<file path="config.mk">
export PLATFORM = sky130hd
export DESIGN_NAME = hash_to_braid_word_encoder
export DESIGN_NICKNAME = d
export VERILOG_FILES = /design/src/sv/hbe_pkg.sv /design/src/sv/hbe_regs.sv /design/src/sv/hbe_ctrl.sv /design/src/sv/hbe_dp.sv /design/src/sv/hash_to_braid_word_encoder.sv
export SDC_FILE = /design/constraint.sdc
export NUM_CORES = 1
export LEC_CHECK = 0
export BUFFER_PORTS_ARGS = -buffer_cell sky130_fd_sc_hd__buf_2
export CORE_ASPECT_RATIO = 1.75
export CORE_UTILIZATION = 50
export DETAILED_ROUTE_END_ITERATION = 6
export PLACE_DENSITY = 0.87
export SLEW_MARGIN = 20
export SYNTH_ARGS = -nofsm -noshare
export SYNTH_HDL_FRONTEND = slang
export SYNTH_SLANG_ARGS = --single-unit
</file>
<file path="constraint.sdc">
create_clock -name clk_i -period 4.7 [get_ports clk_i]
set_input_delay 0.705 -clock clk_i [delete_from_list [all_inputs] [get_ports clk_i]]
set_output_delay 0.705 -clock clk_i [all_outputs]
set_load 0.02 [all_outputs]
</file>
<file path="src/sv/hbe_pkg.sv">
// Shared types and constants for the hash-to-braid-word encoder.
// No dependencies; imported by every module of the block.
`default_nettype none
package hbe_pkg;

  // Upper bound on the strand count after saturation.
  localparam logic [3:0] MaxStrands = 4'd15;
  localparam logic [3:0] MinStrands = 4'd2;

  // Configuration register map (word index = paddr[4:2]).
  localparam int unsigned AddrWidth = 5;
  localparam logic [2:0] RegStrands  = 3'd0;
  localparam logic [2:0] RegGenCode0 = 3'd1;
  localparam logic [2:0] RegGenCode1 = 3'd2;
  localparam logic [2:0] RegGenCode2 = 3'd3;
  localparam logic [2:0] RegGenCode3 = 3'd4;

  localparam logic [3:0] StrandsRst  = 4'd8;
  localparam logic [3:0] GenCode0Rst = 4'd1;
  localparam logic [3:0] GenCode1Rst = 4'd3;
  localparam logic [3:0] GenCode2Rst = 4'd5;
  localparam logic [3:0] GenCode3Rst = 4'd7;

  typedef enum logic [2:0] {
    ST_IDLE,
    ST_SETUP,
    ST_MID,
    ST_CONN,
    ST_FSETUP,
    ST_FMID,
    ST_SUFFIX
  } hbe_state_e;

  // Controller -> datapath commands
  typedef struct packed {
    logic take_in;     // latch request byte, select high nibble
    logic setup;       // decode nibble, load run counters
    logic emit_mid;    // emit held generator, count down repeats
    logic emit_j;      // emit +/- j and step j
    logic commit;      // nibble done: update held state
    logic fin_setup;   // load final middle and suffix
    logic final_phase; // tail of the word, word_end may fire
    logic finish;      // return to message-start state
  } hbe_cmd_t;

  // Datapath -> controller status
  typedef struct packed {
    logic at_start;
    logic reps_one;
    logic j_at_lim;
    logic nib_lo;
    logic last;
    logic out_free;
  } hbe_status_t;

  typedef logic [3:0] gen_t;

endpackage
`default_nettype wire

</file>
<file path="src/sv/hbe_regs.sv">
// APB-style configuration registers: strand count and four generator codes.
// Depends on hbe_pkg.
`default_nettype none
module hbe_regs
  import hbe_pkg::*;
(
  input  wire logic                 clk_i,
  input  wire logic                 rst_ni,
  input  wire logic                 psel,
  input  wire logic                 penable,
  input  wire logic                 pwrite,
  input  wire logic [AddrWidth-1:0] paddr,
  input  wire logic [31:0]          pwdata,
  output logic      [31:0]          prdata,
  output logic                      pready,
  output gen_t                      strands_o,
  output gen_t                      gen_code_o [4]
);

  gen_t       strands_q;
  gen_t       gen_q [4];
  logic       wr_en;
  logic [2:0] idx;

  assign pready = 1'b1;
  assign wr_en  = psel && penable && pwrite;
  assign idx    = paddr[AddrWidth-1:2];

  always_ff @(posedge clk_i or negedge rst_ni) begin
    if (!rst_ni) begin
      strands_q <= StrandsRst;
      gen_q[0]  <= GenCode0Rst;
      gen_q[1]  <= GenCode1Rst;
      gen_q[2]  <= GenCode2Rst;
      gen_q[3]  <= GenCode3Rst;
    end else if (wr_en) begin
      case (idx)
        RegStrands:  strands_q <= pwdata[3:0];
        RegGenCode0: gen_q[0]  <= pwdata[3:0];
        RegGenCode1: gen_q[1]  <= pwdata[3:0];
        RegGenCode2: gen_q[2]  <= pwdata[3:0];
        RegGenCode3: gen_q[3]  <= pwdata[3:0];
        default: ;
      endcase
    end
  end

  always_comb begin
    case (idx)
      RegStrands:  prdata = {28'd0, strands_q};
      RegGenCode0: prdata = {28'd0, gen_q[0]};
      RegGenCode1: prdata = {28'd0, gen_q[1]};
      RegGenCode2: prdata = {28'd0, gen_q[2]};
      RegGenCode3: prdata = {28'd0, gen_q[3]};
      default:     prdata = 32'd0;
    endcase
  end

  assign strands_o  = strands_q;
  assign gen_code_o = gen_q;

endmodule
`default_nettype wire

</file>
<file path="src/sv/hbe_ctrl.sv">
// Sequencing state machine: walks prefix, middle, connector and suffix runs.
// Depends on hbe_pkg.
`default_nettype none
module hbe_ctrl
  import hbe_pkg::*;
(
  input  wire logic        clk_i,
  input  wire logic        rst_ni,
  input  wire logic        in_valid_i,
  output logic             in_stall_o,
  input  hbe_status_t      status_i,
  output hbe_cmd_t         cmd_o
);

  hbe_state_e state_q, state_d;

  always_ff @(posedge clk_i or negedge rst_ni) begin
    if (!rst_ni) begin
      state_q <= ST_IDLE;
    end else begin
      state_q <= state_d;
    end
  end

  // next state
  always_comb begin
    state_d = state_q;
    case (state_q)
      ST_IDLE: begin
        if (in_valid_i) state_d = ST_SETUP;
      end
      ST_SETUP: begin
        state_d = status_i.at_start ? ST_CONN : ST_MID;
      end
      ST_MID: begin
        if (status_i.out_free && status_i.reps_one) state_d = ST_CONN;
      end
      ST_CONN: begin
        if (status_i.j_at_lim) begin
          if (!status_i.nib_lo)    state_d = ST_SETUP;
          else if (status_i.last)  state_d = ST_FSETUP;
          else                     state_d = ST_IDLE;
        end
      end
      ST_FSETUP: begin
        state_d = ST_FMID;
      end
      ST_FMID: begin
        if (status_i.out_free && status_i.reps_one) state_d = ST_SUFFIX;
      end
      ST_SUFFIX: begin
        if (status_i.j_at_lim) state_d = ST_IDLE;
      end
      default: state_d = ST_IDLE;
    endcase
  end

  // outputs
  always_comb begin
    cmd_o      = '0;
    in_stall_o = 1'b1;
    case (state_q)
      ST_IDLE: begin
        in_stall_o    = 1'b0;
        cmd_o.take_in = in_valid_i;
      end
      ST_SETUP: begin
        cmd_o.setup = 1'b1;
      end
      ST_MID: begin
        cmd_o.emit_mid = status_i.out_free;
      end
      ST_CONN: begin
        cmd_o.commit = status_i.j_at_lim;
        cmd_o.emit_j = !status_i.j_at_lim && status_i.out_free;
      end
      ST_FSETUP: begin
        cmd_o.fin_setup = 1'b1;
      end
      ST_FMID: begin
        cmd_o.final_phase = 1'b1;
        cmd_o.emit_mid    = status_i.out_free;
      end
      ST_SUFFIX: begin
        cmd_o.final_phase = 1'b1;
        cmd_o.finish      = status_i.j_at_lim;
        cmd_o.emit_j      = !status_i.j_at_lim && status_i.out_free;
      end
      default: ;
    endcase
  end

endmodule
`default_nettype wire

</file>
<file path="src/sv/hbe_dp.sv">
// Datapath: nibble decode, run counters, held message state, output register.
// Depends on hbe_pkg.
`default_nettype none
module hbe_dp
  import hbe_pkg::*;
(
  input  wire logic         clk_i,
  input  wire logic         rst_ni,
  input  wire logic [7:0]   data_byte_i,
  input  wire logic         final_byte_i,
  input  gen_t              strands_i,
  input  gen_t              gen_code_i [4],
  input  hbe_cmd_t          cmd_i,
  output hbe_status_t       status_o,
  output logic              out_valid_o,
  input  wire logic         out_stall_i,
  output logic signed [4:0] artin_gen_o,
  output logic              word_end_o
);

  // request latch
  logic [7:0] byte_q;
  logic       last_q;
  logic       nib_lo_q;

  // held message state
  gen_t       held_gen_q;
  logic [2:0] held_pow_q;
  logic       skip_q;
  logic       at_start_q;

  // current nibble and run counters
  gen_t       cur_g_q;
  logic [2:0] cur_p_q;
  gen_t       j_q, lim_q;
  logic       asc_q;
  logic [3:0] reps_q;

  // output register
  logic              out_valid_q;
  logic signed [4:0] gen_q;
  logic              end_q;

  gen_t       n_eff, g_raw, g_eff, nm1;
  logic [3:0] nib;
  logic [3:0] reps_new;
  logic [4:0] j_ext;
  logic       emit;

  // strand count saturated, generator clamped into 1..n-1
  always_comb begin
    n_eff = (strands_i < MinStrands) ? MinStrands : strands_i;
    if (n_eff > MaxStrands) n_eff = MaxStrands;
    nm1   = n_eff - 4'd1;
    nib   = nib_lo_q ? byte_q[3:0] : byte_q[7:4];
    g_raw = gen_code_i[nib[1:0]];
    g_eff = (g_raw > nm1) ? nm1 : g_raw;
    if (g_eff == 4'd0) g_eff = 4'd1;
  end

  assign reps_new = {held_pow_q, 1'b0} - {3'd0, skip_q};
  assign j_ext    = {1'b0, j_q};
  assign emit     = cmd_i.emit_mid || cmd_i.emit_j;

  always_ff @(posedge clk_i or negedge rst_ni) begin
    if (!rst_ni) begin
      held_gen_q <= '0;
      held_pow_q <= '0;
      skip_q     <= 1'b0;
      at_start_q <= 1'b1;
      nib_lo_q   <= 1'b0;
    end else begin
      if (cmd_i.take_in) nib_lo_q <= 1'b0;
      if (cmd_i.commit) begin
        held_gen_q <= cur_g_q;
        held_pow_q <= cur_p_q;
        skip_q     <= asc_q;
        at_start_q <= 1'b0;
        nib_lo_q   <= 1'b1;
      end
      if (cmd_i.finish) begin
        held_gen_q <= '0;
        held_pow_q <= '0;
        skip_q     <= 1'b0;
        at_start_q <= 1'b1;
      end
    end
  end

  always_ff @(posedge clk_i) begin
    if (cmd_i.take_in) begin
      byte_q <= data_byte_i;
      last_q <= final_byte_i;
    end
    if (cmd_i.setup) begin
      cur_g_q <= g_eff;
      cur_p_q <= {1'b0, nib[3:2]} + 3'd1;
      lim_q   <= g_eff;
      reps_q  <= reps_new;
      if (at_start_q) begin
        j_q   <= nm1;
        asc_q <= 1'b0;
      end else if (held_gen_q >= g_eff) begin
        j_q   <= held_gen_q;
        asc_q <= 1'b0;
      end else begin
        j_q   <= held_gen_q + 4'd1;
        asc_q <= 1'b1;
      end
    end
    if (cmd_i.fin_setup) begin
      reps_q <= reps_new;
      j_q    <= held_gen_q + 4'd1;
      lim_q  <= n_eff;
      asc_q  <= 1'b1;
    end
    if (cmd_i.emit_mid) reps_q <= reps_q - 4'd1;
    if (cmd_i.emit_j)   j_q    <= asc_q ? j_q + 4'd1 : j_q - 4'd1;
  end

  // output stage: loads whenever empty or being drained
  always_ff @(posedge clk_i or negedge rst_ni) begin
    if (!rst_ni) begin
      out_valid_q <= 1'b0;
    end else if (emit) begin
      out_valid_q <= 1'b1;
    end else if (!out_stall_i) begin
      out_valid_q <= 1'b0;
    end
  end

  always_ff @(posedge clk_i) begin
    if (cmd_i.emit_mid) begin
      gen_q <= $signed({1'b0, held_gen_q});
      end_q <= cmd_i.final_phase && (reps_q == 4'd1) && (j_q == lim_q);
    end else if (cmd_i.emit_j) begin
      gen_q <= asc_q ? $signed(5'd0 - j_ext) : $signed(j_ext);
      end_q <= cmd_i.final_phase && ((j_ext + 5'd1) == {1'b0, lim_q});
    end
  end

  assign status_o.at_start = at_start_q;
  assign status_o.reps_one = (reps_q == 4'd1);
  assign status_o.j_at_lim = (j_q == lim_q);
  assign status_o.nib_lo   = nib_lo_q;
  assign status_o.last     = last_q;
  assign status_o.out_free = !out_valid_q || !out_stall_i;

  assign out_valid_o = out_valid_q;
  assign artin_gen_o = gen_q;
  assign word_end_o  = end_q;

endmodule
`default_nettype wire

</file>
<file path="src/sv/hash_to_braid_word_encoder.sv">
// Top level of the hash-to-braid-word encoder: registers, controller, datapath.
// Depends on hbe_pkg, hbe_regs, hbe_ctrl and hbe_dp.
//
// Usage
//   Input channel: one request per message byte (data_byte_i, final_byte_i),
//   taken when in_valid_i is high and in_stall_o is low. in_stall_o is low
//   only while the sequencer is idle, so one byte is worked on at a time.
//   Output channel: one signed Artin generator per transfer; word_end_o marks
//   the last generator of the whole word on the final byte.
//   Sequencing: a byte is first accepted, then each nibble takes a decode
//   step, middle repeats (2*p, less one after an ascending connector; none
//   on the first nibble of a message), the connector or prefix run and a
//   commit step. The final byte adds a final setup step, the final middle
//   and the suffix run. The output register takes one generator per cycle
//   while out_stall_i does not hold it, so the sequencer's emission runs
//   set how fast bytes are worked through.
//   Back-pressure: while out_stall_i is high a valid output register holds and
//   the sequencer waits on its next emission; nothing is dropped.
//   Reset: configuration returns to strands 8 and generators 1, 3, 5, 7, and
//   the next byte opens a new message. Configuration is to be written over
//   the APB-style port only while the block is idle; it is not enforced.
`default_nettype none
module hash_to_braid_word_encoder
  import hbe_pkg::*;
(
  input  wire logic                 clk_i,
  input  wire logic                 rst_ni,
  // input channel
  input  wire logic                 in_valid_i,
  output logic                      in_stall_o,
  input  wire logic [7:0]           data_byte_i,
  input  wire logic                 final_byte_i,
  // output channel
  output logic                      out_valid_o,
  input  wire logic                 out_stall_i,
  output logic signed [4:0]         artin_gen_o,
  output logic                      word_end_o,
  // configuration
  input  wire logic                 psel,
  input  wire logic                 penable,
  input  wire logic                 pwrite,
  input  wire logic [AddrWidth-1:0] paddr,
  input  wire logic [31:0]          pwdata,
  output logic      [31:0]          prdata,
  output logic                      pready
);

  gen_t        strands;
  gen_t        gen_code [4];
  hbe_cmd_t    cmd;
  hbe_status_t status;

  hbe_regs u_regs (
    .clk_i      (clk_i),
    .rst_ni     (rst_ni),
    .psel       (psel),
    .penable    (penable),
    .pwrite     (pwrite),
    .paddr      (paddr),
    .pwdata     (pwdata),
    .prdata     (prdata),
    .pready     (pready),
    .strands_o  (strands),
    .gen_code_o (gen_code)
  );

  // sequencer: decides which run is being emitted
  hbe_ctrl u_ctrl (
    .clk_i      (clk_i),
    .rst_ni     (rst_ni),
    .in_valid_i (in_valid_i),
    .in_stall_o (in_stall_o),
    .status_i   (status),
    .cmd_o      (cmd)
  );

  // counters, held generator/power and the output register
  hbe_dp u_dp (
    .clk_i        (clk_i),
    .rst_ni       (rst_ni),
    .data_byte_i  (data_byte_i),
    .final_byte_i (final_byte_i),
    .strands_i    (strands),
    .gen_code_i   (gen_code),
    .cmd_i        (cmd),
    .status_o     (status),
    .out_valid_o  (out_valid_o),
    .out_stall_i  (out_stall_i),
    .artin_gen_o  (artin_gen_o),
    .word_end_o   (word_end_o)
  );

endmodule
`default_nettype wire

</file>
# Word-level counts from Yosys, hierarchy flattened
# Index checks and enable logic that the tools add are counted.
dict set report op_classes {
  n_addsub 9
  magnitude_cmp 5
  n_eq_ne 19
  n_mux 57
  bitwise 1
  n_reduce_logical 30
}
# cell n
set op_table {}
lappend op_table {{$mux W4} 22}
lappend op_table {{$mux W3} 9}
lappend op_table {{$mux W1} 22}
lappend op_table {{$pmux W3 S7} 1}
lappend op_table {{$pmux W4 S5} 1}
lappend op_table {{$eq A3 B2 Y1 const B} 4}
lappend op_table {{$eq A3 B3 Y1 const B} 4}
lappend op_table {{$sub A4 B1 Y4 const B} 3}
lappend op_table {{$ne A2 B1 Y1 const B} 5}
lappend op_table {{$reduce_and A2 Y1} 5}
lappend op_table {{$add A4 B1 Y4 const B} 2}
lappend op_table {{$bmux W4 S2} 1}
lappend op_table {{$reduce_bool A2 Y1} 4}
lappend op_table {{$logic_and A1 B1 Y1} 7}
lappend op_table {{$eq A3 B1 Y1 const B} 2}
lappend op_table {{$logic_not A3 Y1} 2}
lappend op_table {{$reduce_bool A3 Y1} 2}
lappend op_table {{$reduce_or A2 Y1} 3}
lappend op_table {{$add A4 B1 Y5 const B} 1}
lappend op_table {{$eq A5 B4 Y1} 1}
lappend op_table {{$mux W5} 1}
lappend op_table {{$reduce_and A5 Y1} 1}
lappend op_table {{$sub A1 B4 Y5 const A} 1}
lappend op_table {{$eq A4 B1 Y1 const B} 1}
lappend op_table {{other kinds (13)} 16}
dict set report totals {
  register_bits 69
  input_bits 53
  out_inout_bits 41
  wordCells 144
}

# Logic depth before layout (Yosys ltp)
dict set report logic_depth {
  depth_word 15
  mapped_depth 20
  mapped_depth_nobuf 19
}

# By module
# Synthesis repeated with hierarchy kept, for this count alone.
dict set report hier_totals {
  cells_unflattened 401
  hier_area_um2 4418.0
}
# mod n_inst cells_per_inst area_per_inst_um2 seq_area_each_um2
set by_module_without_submodules {}
lappend by_module_without_submodules {hbe_dp 1 251 2835.2 1307.5}
lappend by_module_without_submodules {hbe_regs 1 105 1256.2 511.7}
lappend by_module_without_submodules {hbe_ctrl 1 45 326.6 75.1}

# Worst setup path before layout
# Ideal clock, no wire load.
dict set report synth_timing {
  path_type {reg-to-reg}
  start {register u_regs.strands_q[2] (netlist: u_regs.strands_o[2])}
  end {register u_dp.j_q[3], data pin}
  setup_time_ps 256
  arrival_ps 4172
  required_ps 4444
  slack_ps 272
  stages_incl_launch_ff 20
  n_path_buf 1
  synth_period_minus_slack_ps 4428
  path_cell_list {dfrtp_1 > clkbuf_1 > o31ai_1 > ha_1 > xor2_1 > inv_1 > ha_1 > nand4_1 > o21ai_0 > a21oi_1 > mux2i_2 > nand3_2 > nand2_1 > ha_1 > nand2b_1 > a21o_1 > a21o_1 > a211oi_1 > o21ai_0 > a31o_2}
}
dict set report synth_via {
  elab_chain_cells 15
}
# element line
set synth_lines {}
lappend synth_lines {{start, declared} hbe_regs.sv:20} ;# gen_t strands_q;
lappend synth_lines {{start signal, assigned} hbe_regs.sv:31} ;# strands_q <= StrandsRst;
lappend synth_lines {{start signal, assigned} hbe_regs.sv:38} ;# RegStrands: strands_q <= pwdata[3:0];
lappend synth_lines {{$lt A4 B2 Y1} hbe_dp.sv:52} ;# n_eff = (strands_i < MinStrands) ? MinStrands : strands_i;
lappend synth_lines {{$mux W4 *} hbe_dp.sv:52}
lappend synth_lines {{$gt A4 B4 Y1} hbe_dp.sv:53} ;# if (n_eff > MaxStrands) n_eff = MaxStrands;
lappend synth_lines {{$mux W4 *} hbe_dp.sv:53}
lappend synth_lines {{$sub A4 B1 Y4 *} hbe_dp.sv:54} ;# nm1 = n_eff - 4'd1;
lappend synth_lines {{$gt A4 B4 Y1} hbe_dp.sv:57} ;# g_eff = (g_raw > nm1) ? nm1 : g_raw;
lappend synth_lines {{$mux W4 *} hbe_dp.sv:57}
lappend synth_lines {{$logic_not A4 Y1} hbe_dp.sv:58} ;# if (g_eff == 4'd0) g_eff = 4'd1;
lappend synth_lines {{$mux W4 *} hbe_dp.sv:58}
lappend synth_lines {{via u_dp.g_eff[0]} hbe_dp.sv:44} ;# gen_t n_eff, g_raw, g_eff, nm1;
lappend synth_lines {{$ge A4 B4 Y1 *} hbe_dp.sv:103} ;# end else if (held_gen_q >= g_eff) begin
lappend synth_lines {{$mux W4 *} hbe_dp.sv:103}
lappend synth_lines {{$mux W4 *} hbe_dp.sv:100} ;# if (at_start_q) begin
lappend synth_lines {{$mux W4 *} hbe_dp.sv:95} ;# if (cmd_i.setup) begin
lappend synth_lines {{$mux W4 *} hbe_dp.sv:111} ;# if (cmd_i.fin_setup) begin
lappend synth_lines {{$mux W4 *} hbe_dp.sv:118} ;# if (cmd_i.emit_j) j_q <= asc_q ? j_q + 4'd1 : j_q - 4'd1;
lappend synth_lines {{end signal, assigned} hbe_dp.sv:101} ;# j_q <= nm1;
lappend synth_lines {{end signal, assigned} hbe_dp.sv:113} ;# j_q <= held_gen_q + 4'd1;
lappend synth_lines {{end signal, assigned} hbe_dp.sv:118}
lappend synth_lines {{end, declared} hbe_dp.sv:35} ;# gen_t j_q, lim_q;
# Mark *: on every way through the listed nets, which the timed path passes. The rest lies on a longest branch. The select of a mux whose other input is x is not followed.
# A chain may end at the register's enable or synchronous reset.

# Worst setup path in the final report
dict set report layout_timing {
  start {register u_dp.nib_lo_q}
  end {register u_dp.j_q[0], data pin}
}
dict set report layout_via {
  elab_chain_cells 15
}
# element line
set layout_lines {}
lappend layout_lines {{start, declared} hbe_dp.sv:24} ;# logic nib_lo_q;
lappend layout_lines {{start signal, assigned} hbe_dp.sv:71} ;# nib_lo_q <= 1'b0;
lappend layout_lines {{start signal, assigned} hbe_dp.sv:73} ;# if (cmd_i.take_in) nib_lo_q <= 1'b0;
lappend layout_lines {{start signal, assigned} hbe_dp.sv:79} ;# nib_lo_q <= 1'b1;
lappend layout_lines {{$mux W4 *} hbe_dp.sv:55} ;# nib = nib_lo_q ? byte_q[3:0] : byte_q[7:4];
lappend layout_lines {{$not A2 Y3 (not written as such) *} hbe_dp.sv:56} ;# g_raw = gen_code_i[nib[1:0]];
lappend layout_lines {{$bmux W4 S2 *} hbe_dp.sv:56}
lappend layout_lines {{$mux W4 (not written as such) * (2 in series)} hbe_dp.sv:56}
lappend layout_lines {{$gt A4 B4 Y1} hbe_dp.sv:57}
lappend layout_lines {{$mux W4 *} hbe_dp.sv:57}
lappend layout_lines {{$logic_not A4 Y1} hbe_dp.sv:58}
lappend layout_lines {{$mux W4 *} hbe_dp.sv:58}
lappend layout_lines {{via u_dp.g_eff[0]} hbe_dp.sv:44}
lappend layout_lines {{$ge A4 B4 Y1 *} hbe_dp.sv:103}
lappend layout_lines {{$mux W4 *} hbe_dp.sv:103}
lappend layout_lines {{$mux W4 *} hbe_dp.sv:100}
lappend layout_lines {{$mux W4 *} hbe_dp.sv:95}
lappend layout_lines {{$mux W4 *} hbe_dp.sv:111}
lappend layout_lines {{$mux W4 *} hbe_dp.sv:118}
# Marks and branches as above.

==> flow_metrics.tcl <==
set metrics [dict create \
    fin_hold_ws_ns 0.4481 \
    cp.arrival_ns 4.50 \
    n_fill_cell 687 \
    avgViaCountPerCell 5.627 \
    h-tree-depth 3 \
    yosysTopAreaCellShare 0.2288 \
    r2r-end "u_dp.j_q[0]" \
    vias 3112 \
    reg2regPathDepth 20 \
    grt_pass1_wl_mm 13.81 \
    ctsHoldBuffers 0 \
    synth.area.top_cells "edfxtp_1 23%, dfrtp_1 14%, mux2_2 6.5%, dfstp_2 6.1%, buf_4 5.2%" \
    tns_ns 0 \
    grt_max_degree 35 \
    ant_nets 0 \
    synthTopCellsByCount "33 x edfxtp_1, 30 x buf_4, 27 x nor2_1" \
    final_hold_viol_count 0 \
    layout-drive-gt1-share 0.2603 \
    yosys_warnings 0 \
    synth_cell_types 64 \
    drcViolationCount 0 \
    p_comb_frac 0.455 \
    end_kind "flip-flop" \
    insertion_delay_ns 0.33 \
    rows 44 \
    sequentialPowerShare 0.361 \
    async_reset_ff_frac 0.4928 \
    setup_viol 0 \
    critPathLaunchType "flip-flop" \
    max_cap_violations 0 \
    fin_crit_ns 4.449 \
    reg2reg_slack_ns 0.25 \
    track_usage 0.1978 \
    cts_tree "yes" \
    synthMostInstantiatedCell "edfxtp_1" \
    ys_ff_latch 69 \
    fp.dieH_um 125.1 \
    cts.root.buffer_cell "clkbuf_16" \
    first_pass_iters 4 \
    max_slew.worst_pin.slew_ns 1.049 \
    synth_area_per_cell_um2 10.70 \
    syn_area_um2 4332 \
    multi_input_area_um2 2190 \
    clk_pin_slew_ns 0.05 \
    p_leak_nw 2.077 \
    die_x_um 72.36 \
    internal_power_w 0.001999 \
    grt_pass1_vias 3054 \
    critPathRequiredTime_ns 4.75 \
    clock_sinks 69 \
    hold_class "in -> async" \
    diodes 0 \
    gp_congestion 0.8804 \
    hpwlAfterDp_mm 6.282 \
    fin_util 0.5740 \
    overflow 0 \
    routed_wl_mm 8.644 \
    ys.flop_type "edfxtp_1" \
    seq_area_frac_synth 0.4373 \
    clockBufferDepth 2 \
    syn_inst 405 \
    final-seq-area_um2 1896 \
    period_share 0.9467 \
    dieArea_um2 9054 \
    r2r-start "u_dp.nib_lo_q" \
    cts_inserted_buffers 9 \
    power_switching_share 0.3997 \
    nets 505 \
    core_area_um2 8368 \
    antenna_found_initial 0 \
    slew_violations 0 \
    skew_ns 0.007016 \
    run_status "complete, no violations" \
    switchingPower_w 0.001331 \
    clockPowerShare 0.184 \
    io_pins 94 \
    irDropWorstVdd_v 0.0004111 \
    relSlewSlack 0.2905 \
    powerDensity_nw_per_um2 693.2 \
    critPathMaxFanout 7 \
    drt_iter0_drc 202 \
    synth_edf_count 33 \
    io_buffers 34 \
    routedWlPerCell_um 15.63 \
    yosysTopAreaCell "edfxtp_1" \
    crit_type "reg -> reg" \
    syn_to_final_growth_pct 10.89 \
    initial_core_util 0.5176 \
    clock.fmax_mhz 224.7 \
]
==> how the worst max path moves through the flow <==
| stage | from | endpoint | slack (ns) | cells after the start |
|---|---|---|---|---|
| after floorplan | u_regs.strands_o[2] | u_dp.j_q[3] | 0.27 | 19 |
| after global placement | u_regs.strands_o[2] | u_dp.j_q[2] | 0.27 | 19 |
| after detailed placement | u_regs.strands_o[2] | u_dp.j_q[3] | 0.14 | 19 |
| after CTS | u_dp.nib_lo_q | u_dp.j_q[2] | 0.11 | 18 |
| after global routing | u_regs.strands_o[2] | u_dp.j_q[0] | -0.04 | 19 |
| final | u_dp.nib_lo_q | u_dp.j_q[0] | 0.25 | 20 |
==> per-stage QoR <==
step           cell area, um2  cells  power [W]  setup slack (ns)
6_report                 4803    553   0.003330            0.2506
5_1_grt                  4803    553   0.003538          -0.04498
4_1_cts                  4738    552   0.003268            0.1088
3_5_place_dp             4467    536   0.002638            0.1393
3_3_place_gp             4467    536   0.002547            0.2715
2_1_floorplan            4433    432   0.002311            0.2724
==> power by group through the flow <==
stage / logic (W) / registers (W) / clock network [W]
3_3_place_gp: 0.00136 / 0.00119 / 0
4_1_cts: 0.00146 / 0.00120 / 0.000614
2_1_floorplan: 0.00119 / 0.00112 / 0
3_5_place_dp: 0.00143 / 0.00121 / 0
5_1_grt: 0.00167 / 0.00123 / 0.000642
6_report: 0.00151 / 0.00120 / 0.000612
==> layout by cell type (no fill, tap or decap), types with 5 or more instances in the layout <==
cell type	synthesis	layout
o22ai_1	6	6
mux2i_1	12	12
edfxtp_1	33	33
nor2_1	27	27
conb_1	2	29
mux2_2	25	25
clkbuf_16	0	9
a21oi_1	17	17
a22oi_1	13	13
dfrtp_1	24	23
dfstp_2	10	10
nand3_1	13	13
xor2_1	10	9
mux2i_4	2	5
o21ai_0	21	21
xnor2_1	5	5
nand2_1	25	25
ha_1	18	18
inv_1	22	22
buf_2	5	34
==> cells by family after synthesis <==
| kind of cell | Yosys count | synth area share |
|---|---|---|
| AOI/OAI and AO/OA | 81 | 0.1222 |
| xor gates and xnor gates | 19 | 0.04795 |
| adders and majority gates | 20 | 0.05893 |
| buffers and inverters | 71 | 0.09070 |
| DFF | 69 | 0.4373 |
| muxes | 46 | 0.1274 |
| other | 2 | 0.001734 |
| and+or+nand+nor | 97 | 0.1138 |
==> critical path, stage by stage, from the launching register on <==
cell and delay (ns):
dfrtp_1 0.40, buf_4 0.19, mux2i_4 0.37, a211oi_1 0.11, a21oi_1 0.22, inv_1 0.07, ha_1 0.29, nand4_1 0.09
o21ai_0 0.08, a21oi_1 0.14, buf_4 0.21, mux2i_4 0.33, nand3_2 0.12, nand2_1 0.11, ha_1 0.24, nand2b_1 0.14
a21o_1 0.18, a21o_1 0.21, a211o_1 0.38, a21oi_1 0.17, o22ai_1 0.12
==> area by class of cell <==
cell class / count / share of cell area
multi-input cells: 292 / 0.4558
flip-flops and latches: 69 / 0.3946
clock buffers: 12 / 0.05132
repair buffers: 39 / 0.04585
well taps: 115 / 0.02996
inverters: 22 / 0.01719
clock inverters: 4 / 0.005210
==> metal layers <==
layer	vias up	share of wire	global-route usage
li1	1449	-	-
met1	1503	0.37	0.2006
met2	128	0.55	0.3650
met3	32	0.040	0.03223
met4	0	0.046	0.1165
met5	-	0	0
==> sequential cells by signal (all words and copies together) (netlist names) <==
| signal | count |
|---|---|
| u_regs.gen_code_o | 16 |
| u_dp.reps_q | 4 |
| u_dp.artin_gen_o | 5 |
| u_dp.nib_lo_q | 1 |
| u_dp.cur_p_q | 3 |
| u_dp.out_valid_o | 1 |
| u_ctrl.state_q | 3 |
| u_dp.byte_q | 8 |
| u_regs.strands_o | 4 |
| u_dp.asc_q | 1 |
| u_dp.at_start_q | 1 |
| u_dp.word_end_o | 1 |
| u_dp.held_gen_q | 4 |
| u_dp.lim_q | 4 |
| u_dp.cur_g_q | 4 |
| u_dp.j_q | 4 |
| u_dp.skip_q | 1 |
| u_dp.last_q | 1 |
| u_dp.held_pow_q | 3 |
==> timing repair <==
action / 4_1_cts / 5_1_grt
buffers inserted: 0 / 1
hold endpoints to repair: 0 / 0
gates resized for setup: 0 / 7
setup endpoints to repair: 0 / 4
No activity file was read; power rests on OpenSTA's default activity.
